--- config.mk ---
export PLATFORM = sky130hd
export DESIGN_NAME = sample_delta_keyframe_encoder_core
export DESIGN_NICKNAME = d
export VERILOG_FILES = /design/src/sv/sdke_pkg.sv /design/src/sv/sdke_lane.sv /design/src/sv/sdke_merge.sv /design/src/sv/sample_delta_keyframe_encoder_core.sv
export SDC_FILE = /design/constraint.sdc
export NUM_CORES = 2
export LEC_CHECK = 0
export ABC_CLOCK_PERIOD_IN_PS = 28600
export BUFFER_PORTS_ARGS = -buffer_cell sky130_fd_sc_hd__clkbuf_2
export CORE_MARGIN = 10
export CORE_UTILIZATION = 40
export CTS_CLUSTER_DIAMETER = 30
export DETAILED_ROUTE_END_ITERATION = 10
export SLEW_MARGIN = 40
export SYNTH_ARGS = -nofsm -noshare
export SYNTH_HDL_FRONTEND = slang
export SYNTH_SLANG_ARGS = --single-unit
--- constraint.sdc ---
create_clock -name clk -period 28.6 [get_ports clk]
set_input_delay 0 -clock clk [delete_from_list [all_inputs] [get_ports clk]]
set_output_delay 0 -clock clk [all_outputs]
set_load 0.1 [all_outputs]
--- src/sv/sdke_pkg.sv ---
`timescale 1ns / 1ps
// ----------------------------------------------------------------------------
// sdke_pkg
// Shared types, constants and helpers of the sample delta/keyframe encoder.
// ----------------------------------------------------------------------------
package sdke_pkg;

    localparam int MAX_CHANNELS  = 4;
    localparam int NUM_CHANNELS  = 4;
    localparam int CH_W          = 16;
    localparam int WORD_W        = MAX_CHANNELS * CH_W;
    localparam int TIME_W        = 32;
    localparam int APB_ADDR_W    = 4;
    localparam int APB_DATA_W    = 32;

    localparam logic [CH_W-1:0] RESET_STEP = 16'd1000;
    localparam logic [CH_W-1:0] RESET_GAP  = 16'd60000;

    typedef enum logic [1:0] {
        REG_MAX_VOLTAGE_STEP = 2'd0,
        REG_MAX_CURRENT_STEP = 2'd1,
        REG_MAX_POWER_STEP   = 2'd2,
        REG_MAX_GAP_MS       = 2'd3
    } reg_index_t;

    typedef struct packed {
        logic [CH_W-1:0] volt_step;
        logic [CH_W-1:0] curr_step;
        logic [CH_W-1:0] pwr_step;
    } step_cfg_t;

    typedef struct packed {
        logic [CH_W-1:0] volt;
        logic [CH_W-1:0] curr;
        logic [CH_W-1:0] pwr;
        logic [CH_W-1:0] dvolt;
        logic [CH_W-1:0] dcurr;
        logic [CH_W-1:0] dpwr;
        logic            exceed;
    } lane_res_t;

    typedef struct packed {
        logic              is_base;
        logic [TIME_W-1:0] time_value;
        logic [WORD_W-1:0] voltage_word;
        logic [WORD_W-1:0] current_word;
        logic [WORD_W-1:0] power_word;
    } entry_t;

    // Magnitude of a wrapped 16-bit difference read as signed: 0..32768.
    function automatic logic [CH_W:0] diff_magnitude(input logic [CH_W-1:0] d);
        logic [CH_W:0] ext;
        ext = {1'b0, d};
        if (d[CH_W-1])
            return (17'h10000 - ext);
        return ext;
    endfunction

endpackage

--- src/sv/sdke_lane.sv ---
`timescale 1ns / 1ps
// ----------------------------------------------------------------------------
// sdke_lane
// One channel: holds the previous readings, forms the wrapped differences
// and flags a step beyond any of the three thresholds.
// ----------------------------------------------------------------------------
module sdke_lane (
    input  logic                          clk,
    input  logic                          rst_n,
    input  logic                          load,
    input  logic [sdke_pkg::CH_W-1:0]     volt,
    input  logic [sdke_pkg::CH_W-1:0]     curr,
    input  logic [sdke_pkg::CH_W-1:0]     pwr,
    input  sdke_pkg::step_cfg_t           step,
    output sdke_pkg::lane_res_t           res
);

    logic [sdke_pkg::CH_W-1:0] prev_volt_reg, prev_volt_next;
    logic [sdke_pkg::CH_W-1:0] prev_curr_reg, prev_curr_next;
    logic [sdke_pkg::CH_W-1:0] prev_pwr_reg,  prev_pwr_next;
    logic [sdke_pkg::CH_W-1:0] dvolt, dcurr, dpwr;

    assign dvolt = volt - prev_volt_reg;
    assign dcurr = curr - prev_curr_reg;
    assign dpwr  = pwr  - prev_pwr_reg;

    always_comb
    begin
        res.volt   = volt;
        res.curr   = curr;
        res.pwr    = pwr;
        res.dvolt  = dvolt;
        res.dcurr  = dcurr;
        res.dpwr   = dpwr;
        res.exceed = (sdke_pkg::diff_magnitude(dvolt) > {1'b0, step.volt_step}) ||
                     (sdke_pkg::diff_magnitude(dcurr) > {1'b0, step.curr_step}) ||
                     (sdke_pkg::diff_magnitude(dpwr)  > {1'b0, step.pwr_step});
    end

    // Previous readings follow every transfer, base or delta.
    assign prev_volt_next = load ? volt : prev_volt_reg;
    assign prev_curr_next = load ? curr : prev_curr_reg;
    assign prev_pwr_next  = load ? pwr  : prev_pwr_reg;

    always_ff @(posedge clk or negedge rst_n)
    begin
        if (!rst_n)
        begin
            prev_volt_reg <= '0;
            prev_curr_reg <= '0;
            prev_pwr_reg  <= '0;
        end
        else
        begin
            prev_volt_reg <= prev_volt_next;
            prev_curr_reg <= prev_curr_next;
            prev_pwr_reg  <= prev_pwr_next;
        end
    end

endmodule

--- src/sv/sdke_merge.sv ---
`timescale 1ns / 1ps
// ----------------------------------------------------------------------------
// sdke_merge
// Combines the lane flags with the time gap check and builds the entry:
// full values for a base entry, differences for a delta entry.
// ----------------------------------------------------------------------------
module sdke_merge (
    input  sdke_pkg::lane_res_t                 lanes [sdke_pkg::MAX_CHANNELS],
    input  logic                                have_ref,
    input  logic [sdke_pkg::TIME_W-1:0]         now,
    input  logic [sdke_pkg::TIME_W-1:0]         prev_time,
    input  logic [sdke_pkg::CH_W-1:0]           max_gap,
    output sdke_pkg::entry_t                    entry
);

    localparam int CH_W = sdke_pkg::CH_W;

    logic [sdke_pkg::TIME_W-1:0] gap;
    logic [sdke_pkg::WORD_W-1:0] vw, cw, pw, dvw, dcw, dpw;
    logic                        exceed;
    logic                        base;

    assign gap = now - prev_time;

    always_comb
    begin
        exceed = 1'b0;
        vw  = '0;
        cw  = '0;
        pw  = '0;
        dvw = '0;
        dcw = '0;
        dpw = '0;
        for (int c = 0; c < sdke_pkg::MAX_CHANNELS; c++)
        begin
            exceed              = exceed | lanes[c].exceed;
            vw[c*CH_W +: CH_W]  = lanes[c].volt;
            cw[c*CH_W +: CH_W]  = lanes[c].curr;
            pw[c*CH_W +: CH_W]  = lanes[c].pwr;
            dvw[c*CH_W +: CH_W] = lanes[c].dvolt;
            dcw[c*CH_W +: CH_W] = lanes[c].dcurr;
            dpw[c*CH_W +: CH_W] = lanes[c].dpwr;
        end
    end

    assign base = !have_ref || exceed ||
                  (gap > {{(sdke_pkg::TIME_W-CH_W){1'b0}}, max_gap});

    always_comb
    begin
        entry.is_base      = base;
        entry.time_value   = base ? now : gap;
        entry.voltage_word = base ? vw  : dvw;
        entry.current_word = base ? cw  : dcw;
        entry.power_word   = base ? pw  : dpw;
    end

endmodule

--- src/sv/sample_delta_keyframe_encoder_core.sv ---
`timescale 1ns / 1ps
// ----------------------------------------------------------------------------
// sample_delta_keyframe_encoder_core
// Top level of the sample delta/keyframe encoder: lanes, merge, output stage
// and APB register file.
// ----------------------------------------------------------------------------
// The encoder takes one snapshot per clock while in_ready is high and
// returns exactly one entry per snapshot, in order. Each channel has its own
// lane with its difference and threshold logic, so all channels are handled
// in the same cycle; the time gap check runs beside them. An output register
// with a one-entry skid stage lets a new snapshot in while an entry waits on
// a stalled consumer; input ready depends only on the skid stage, so it
// drops after a snapshot is taken while an entry waits on a stalled consumer.
// Channels at or above NUM_CHANNELS read as zero. Thresholds and the maximum
// gap are written through the APB port at byte addresses 0, 4, 8 and 12.
// ----------------------------------------------------------------------------
module sample_delta_keyframe_encoder_core #(
    parameter int NUM_CHANNELS = sdke_pkg::NUM_CHANNELS
) (
    input  logic                              clk,
    input  logic                              rst_n,
    // snapshot channel
    input  logic                              in_valid,
    output logic                              in_ready,
    input  logic [sdke_pkg::WORD_W-1:0]       voltages,
    input  logic [sdke_pkg::WORD_W-1:0]       currents,
    input  logic [sdke_pkg::WORD_W-1:0]       powers,
    input  logic [sdke_pkg::TIME_W-1:0]       sample_time,
    // entry channel
    output logic                              out_valid,
    input  logic                              out_ready,
    output logic                              is_base,
    output logic [sdke_pkg::TIME_W-1:0]       time_value,
    output logic [sdke_pkg::WORD_W-1:0]       voltage_word,
    output logic [sdke_pkg::WORD_W-1:0]       current_word,
    output logic [sdke_pkg::WORD_W-1:0]       power_word,
    // APB register port
    input  logic                              psel,
    input  logic                              penable,
    input  logic                              pwrite,
    input  logic [sdke_pkg::APB_ADDR_W-1:0]   paddr,
    input  logic [sdke_pkg::APB_DATA_W-1:0]   pwdata,
    output logic [sdke_pkg::APB_DATA_W-1:0]   prdata,
    output logic                              pready
);

    localparam int CH_W = sdke_pkg::CH_W;

    // ------------------------------------------------------------------
    // Register file
    // ------------------------------------------------------------------
    logic [CH_W-1:0]      volt_step_reg, volt_step_next;
    logic [CH_W-1:0]      curr_step_reg, curr_step_next;
    logic [CH_W-1:0]      pwr_step_reg,  pwr_step_next;
    logic [CH_W-1:0]      max_gap_reg,   max_gap_next;
    logic                 cfg_write;
    sdke_pkg::reg_index_t reg_sel;
    sdke_pkg::step_cfg_t  step;

    assign pready    = 1'b1;
    assign cfg_write = psel && penable && pwrite && pready;
    assign reg_sel   = sdke_pkg::reg_index_t'(paddr[3:2]);

    always_comb
    begin
        volt_step_next = volt_step_reg;
        curr_step_next = curr_step_reg;
        pwr_step_next  = pwr_step_reg;
        max_gap_next   = max_gap_reg;
        if (cfg_write)
        begin
            unique case (reg_sel)
                sdke_pkg::REG_MAX_VOLTAGE_STEP: volt_step_next = pwdata[CH_W-1:0];
                sdke_pkg::REG_MAX_CURRENT_STEP: curr_step_next = pwdata[CH_W-1:0];
                sdke_pkg::REG_MAX_POWER_STEP:   pwr_step_next  = pwdata[CH_W-1:0];
                sdke_pkg::REG_MAX_GAP_MS:       max_gap_next   = pwdata[CH_W-1:0];
            endcase
        end
    end

    always_comb
    begin
        unique case (reg_sel)
            sdke_pkg::REG_MAX_VOLTAGE_STEP:
                prdata = {{(sdke_pkg::APB_DATA_W-CH_W){1'b0}}, volt_step_reg};
            sdke_pkg::REG_MAX_CURRENT_STEP:
                prdata = {{(sdke_pkg::APB_DATA_W-CH_W){1'b0}}, curr_step_reg};
            sdke_pkg::REG_MAX_POWER_STEP:
                prdata = {{(sdke_pkg::APB_DATA_W-CH_W){1'b0}}, pwr_step_reg};
            sdke_pkg::REG_MAX_GAP_MS:
                prdata = {{(sdke_pkg::APB_DATA_W-CH_W){1'b0}}, max_gap_reg};
        endcase
    end

    always_ff @(posedge clk or negedge rst_n)
    begin
        if (!rst_n)
        begin
            volt_step_reg <= sdke_pkg::RESET_STEP;
            curr_step_reg <= sdke_pkg::RESET_STEP;
            pwr_step_reg  <= sdke_pkg::RESET_STEP;
            max_gap_reg   <= sdke_pkg::RESET_GAP;
        end
        else
        begin
            volt_step_reg <= volt_step_next;
            curr_step_reg <= curr_step_next;
            pwr_step_reg  <= pwr_step_next;
            max_gap_reg   <= max_gap_next;
        end
    end

    assign step.volt_step = volt_step_reg;
    assign step.curr_step = curr_step_reg;
    assign step.pwr_step  = pwr_step_reg;

    // ------------------------------------------------------------------
    // Lanes and merge
    // ------------------------------------------------------------------
    logic                          in_fire;
    sdke_pkg::lane_res_t           lane_res [sdke_pkg::MAX_CHANNELS];
    sdke_pkg::entry_t              entry;
    logic                          have_ref_reg, have_ref_next;
    logic [sdke_pkg::TIME_W-1:0]   prev_time_reg, prev_time_next;

    assign in_fire = in_valid && in_ready;

    for (genvar c = 0; c < sdke_pkg::MAX_CHANNELS; c++)
    begin : g_lane
        if (c < NUM_CHANNELS)
        begin : g_on
            sdke_lane u_lane (
                .clk   (clk),
                .rst_n (rst_n),
                .load  (in_fire),
                .volt  (voltages[c*CH_W +: CH_W]),
                .curr  (currents[c*CH_W +: CH_W]),
                .pwr   (powers[c*CH_W +: CH_W]),
                .step  (step),
                .res   (lane_res[c])
            );
        end
        else
        begin : g_off
            assign lane_res[c] = '0;
        end
    end

    sdke_merge u_merge (
        .lanes     (lane_res),
        .have_ref  (have_ref_reg),
        .now       (sample_time),
        .prev_time (prev_time_reg),
        .max_gap   (max_gap_reg),
        .entry     (entry)
    );

    assign have_ref_next  = have_ref_reg | in_fire;
    assign prev_time_next = in_fire ? sample_time : prev_time_reg;

    always_ff @(posedge clk or negedge rst_n)
    begin
        if (!rst_n)
        begin
            have_ref_reg  <= 1'b0;
            prev_time_reg <= '0;
        end
        else
        begin
            have_ref_reg  <= have_ref_next;
            prev_time_reg <= prev_time_next;
        end
    end

    // ------------------------------------------------------------------
    // Output register with skid stage
    // ------------------------------------------------------------------
    sdke_pkg::entry_t out_reg,  out_next;
    sdke_pkg::entry_t skid_reg, skid_next;
    logic             out_valid_reg, out_valid_next;
    logic             skid_valid_reg, skid_valid_next;
    logic             out_free;

    assign in_ready = !skid_valid_reg;
    assign out_free = out_ready || !out_valid_reg;

    always_comb
    begin
        out_valid_next  = out_valid_reg;
        skid_valid_next = skid_valid_reg;
        out_next        = out_reg;
        skid_next       = skid_reg;
        if (out_free)
        begin
            // drain the skid entry first; a new transfer only comes with it empty
            out_valid_next  = skid_valid_reg || in_fire;
            out_next        = skid_valid_reg ? skid_reg : entry;
            skid_valid_next = 1'b0;
        end
        else if (in_fire)
        begin
            // hold the new entry while the consumer stalls
            skid_valid_next = 1'b1;
            skid_next       = entry;
        end
    end

    always_ff @(posedge clk or negedge rst_n)
    begin
        if (!rst_n)
        begin
            out_valid_reg  <= 1'b0;
            skid_valid_reg <= 1'b0;
        end
        else
        begin
            out_valid_reg  <= out_valid_next;
            skid_valid_reg <= skid_valid_next;
        end
    end

    always_ff @(posedge clk)
    begin
        out_reg  <= out_next;
        skid_reg <= skid_next;
    end

    assign out_valid    = out_valid_reg;
    assign is_base      = out_reg.is_base;
    assign time_value   = out_reg.time_value;
    assign voltage_word = out_reg.voltage_word;
    assign current_word = out_reg.current_word;
    assign power_word   = out_reg.power_word;

endmodule

==> results.json <==
{
  "dieArea_um2": 138000,
  "utilization_pct": 52.9,
  "initial_core_util_pct": 40.2,
  "globalplace.congestion": 0.881,
  "crit_required_ps": 29160,
  "leakagePower_uw": 0.0277,
  "finClkSkew_ps": 50.8,
  "wl_mm": 173,
  "synth_edf_count": 450,
  "dieWidth_um": 372,
  "grt_pass1_wl_mm": 264,
  "power_density_nw_per_um2": 90.3,
  "critPathMaxStageDelay_ps": 630,
  "dp_cells": 7353,
  "yosys_warnings": 0,
  "vias": 44600,
  "drc": 0,
  "synth_most_common_cell": "nand2_1",
  "end_kind": "flip-flop",
  "first_global_vias": 44800,
  "r2r_slack_ps": 20340,
  "syn_inst": 5426,
  "cp.depth": 26,
  "synth-seq-cells": 741,
  "ant_nets": 0,
  "largest_reg_flops": 225,
  "async_flop_share_pct": 39.3,
  "setup_viol": 0,
  "maxSlewViolCount": 0,
  "nets": 7088,
  "cp_max_fo": 137,
  "ys_types": 86,
  "run_status": "finished, final reports clean",
  "synth_top_cell_area_share_pct": 27.3,
  "numClockSinks": 741,
  "worst_pin_slew_ps": 842,
  "syn_to_final_growth_pct": 31.7,
  "ys_top_cells_by_count": "nand2_1 (650), o21ai_0 (593), edfxtp_1 (450)",
  "port_buffers": 491,
  "crit_path_frequent_cell": "a21oi_1",
  "clk_latency_ps": 810,
  "htreeDepth": 4,
  "grt_max_degree": 205,
  "cp_slowest_cell": "nand4_4",
  "antenna_found_initial": 24,
  "worst_ep_arrival_time_ps": 8830,
  "cp_num_buf_inv": 3,
  "reg2regPathDepth": 26,
  "cp-start-kind": "flip-flop",
  "cts_resized": 0,
  "grt.overflow.total": 0,
  "period_share_pct": 28.9,
  "rsz0062_at_grt": "false",
  "whs_endpoint": "prev_time_reg[20]",
  "drt_iter0_drc": 3281,
  "syn_area_um2": 49600,
  "clk_path_buf_depth": 3,
  "synth-main-ff-cell": "edfxtp_1",
  "worstReg2RegEnd": "time_value[0]",
  "critPathTopFamily": "compound AO/OA/AOI/OAI gates",
  "yosys.area.top_type": "edfxtp_1",
  "r2r_start": "g_lane[0].g_on.u_lane.prev_pwr_reg[0]",
  "hp-start": "sample_time[20]",
  "hold_viol": 0,
  "vdd_drop_max_mv": 0.0669,
  "hold_path_depth": 4,
  "drive_gt1_share_pct": 15.5,
  "clkSlewWorstSetupHoldPaths_ps": 40,
  "grtUsageTotal_pct": 24.6,
  "stdcell_area_um2": 65300,
  "cts-root-buf": "clkbuf_16",
  "via_per_inst": 5.45,
  "fmax_mhz": 121,
  "slew_headroom_pct": 43.9,
  "maxCapViolCount": 0,
  "cts-buffers-inserted": 195,
  "hold_class": "in2reg",
  "layoutNonFillerInstCount": 8198,
  "fin_tns_setup_ps": 0,
  "synth_area_per_cell_um2": 9.13,
  "yosysSeqAreaShare_pct": 42.0,
  "dpl-instance-area_um2": 53600,
  "finalCriticalPeriod_ps": 8260,
  "rows": 129,
  "core-area_um2": 123000,
  "ys_top_cells_by_area": "edfxtp_1 (27%), dfrtp_1 (13%), ha_1 (11%)",
  "cts_tree": "yes",
  "worstSetupPathType": "reg2reg",
  "dr.pass1.iters": 6,
  "pin_count": 527,
  "chipHeight_um": 372,
  "wire_per_inst_um": 21.1,
  "dp_hpwl_mm": 121
}
[worst register-to-register path: stages, from the launching register on]
cell,delay [ps]
dfrtp_1,340
ha_1,170
inv_1,60
fa_1,410
a21o_1,190
a21oi_1,230
o21bai_1,90
a21oi_1,240
o21bai_1,150
a41oi_1,310
nand2b_1,110
xnor2_1,430
nand3_1,130
nor4_1,400
ha_1,340
nand3_1,140
nor3_1,80
a2111oi_0,490
a211oi_2,180
a21oi_1,470
o2111ai_1,390
nor4_2,450
nand4_4,630
buf_12,450
buf_16,260
or3_1,560
a31oi_1,350
[logic make-up after synthesis]
family | after synthesis | synth area share, %
buf+inv | 628 | 5.00
simple gates | 1802 | 16.7
other cells | 2 | 0.0152
mux | 71 | 1.97
fa+ha+maj | 444 | 11.4
xor+xnor | 342 | 6.04
flops | 741 | 42.0
compound gates | 1396 | 16.8
[cells in the final DEF, fill, tap and decap left out, drive strengths merged, types with 51 or more instances in the layout]
cell,Yosys,final
a21o,72,72
a21oi,229,229
a31oi,226,226
buf,45,52
clkbuf,217,724
clkinv,0,68
dfrtp,266,266
dlygate4sd3,0,459
edfxtp,450,450
ha,431,431
inv,366,374
mux2,51,51
nand2,650,650
nand3,248,248
nor2,434,434
nor2b,56,56
nor3,107,107
o21ai,597,597
or3,64,64
xnor2,208,208
xor2,134,134
[where the power goes]
group	total, µW	switching (µW)	internal (µW)	leakage, µW
sequential	1330	53.1	1270	0.00779
clock	2260	716	1540	0.00327
combinational	2300	1530	774	0.0166
total	5890	2300	3590	0.0277
[cell type report]
class / count / area (µm²)
Sequential cell: 741 / 20800
Multi-Input combinational cell: 4072 / 26400
Inverter: 366 / 1380
Clock buffer: 234 / 5170
Tap cell: 1637 / 2050
Antenna cell: 13 / 32.5
Fill cell: 11200 / 58100
Timing Repair Buffer: 1001 / 7670
Clock inverter: 134 / 1720
[through the flow]
step	hold slack (ps)	total power (µW)	setup WS (ps)
4_1_cts	0.0511	5910	20150
6_report	39.5	5890	20340
3_5_place_dp	21.7	3560	20230
2_1_floorplan	-296	2970	3830
5_1_grt	44.5	6220	19600
3_3_place_gp	14.3	3500	20180
[metal layers]
metal | up-vias | routed length [µm] | share of wire, % | global-route usage, %
met4 | 24 | 4960 | 2.9 | 8.43
met3 | 283 | 11600 | 6.7 | 5.26
met1 | 21500 | 75500 | 44 | 31.8
met5 | - | 145 | 0.084 | 0
li1 | 21500 | - | - | -
met2 | 1317 | 81100 | 47 | 40.3
[worst max-delay path by stage]
stage	start	end	slack, ps
floorplan	out_valid	skid_reg[0]	3830
global placement	g_lane[0].g_on.u_lane.prev_pwr_reg[1]	time_value[7]	20180
detailed placement	g_lane[0].g_on.u_lane.prev_pwr_reg[0]	time_value[7]	20230
CTS	g_lane[0].g_on.u_lane.prev_pwr_reg[0]	time_value[7]	20150
global route	g_lane[0].g_on.u_lane.prev_pwr_reg[0]	voltage_word[10]	19600
finish	g_lane[0].g_on.u_lane.prev_pwr_reg[0]	time_value[0]	20340
[what timing repair did]
item / CTS / global route
hold buffers: 460 / 0
endpoints found under the hold margin: 970 / 0
setup buffers: 0 / 0
endpoints found under the setup margin: 0 / 0
Note: power is estimated with default switching activity, not from simulation.
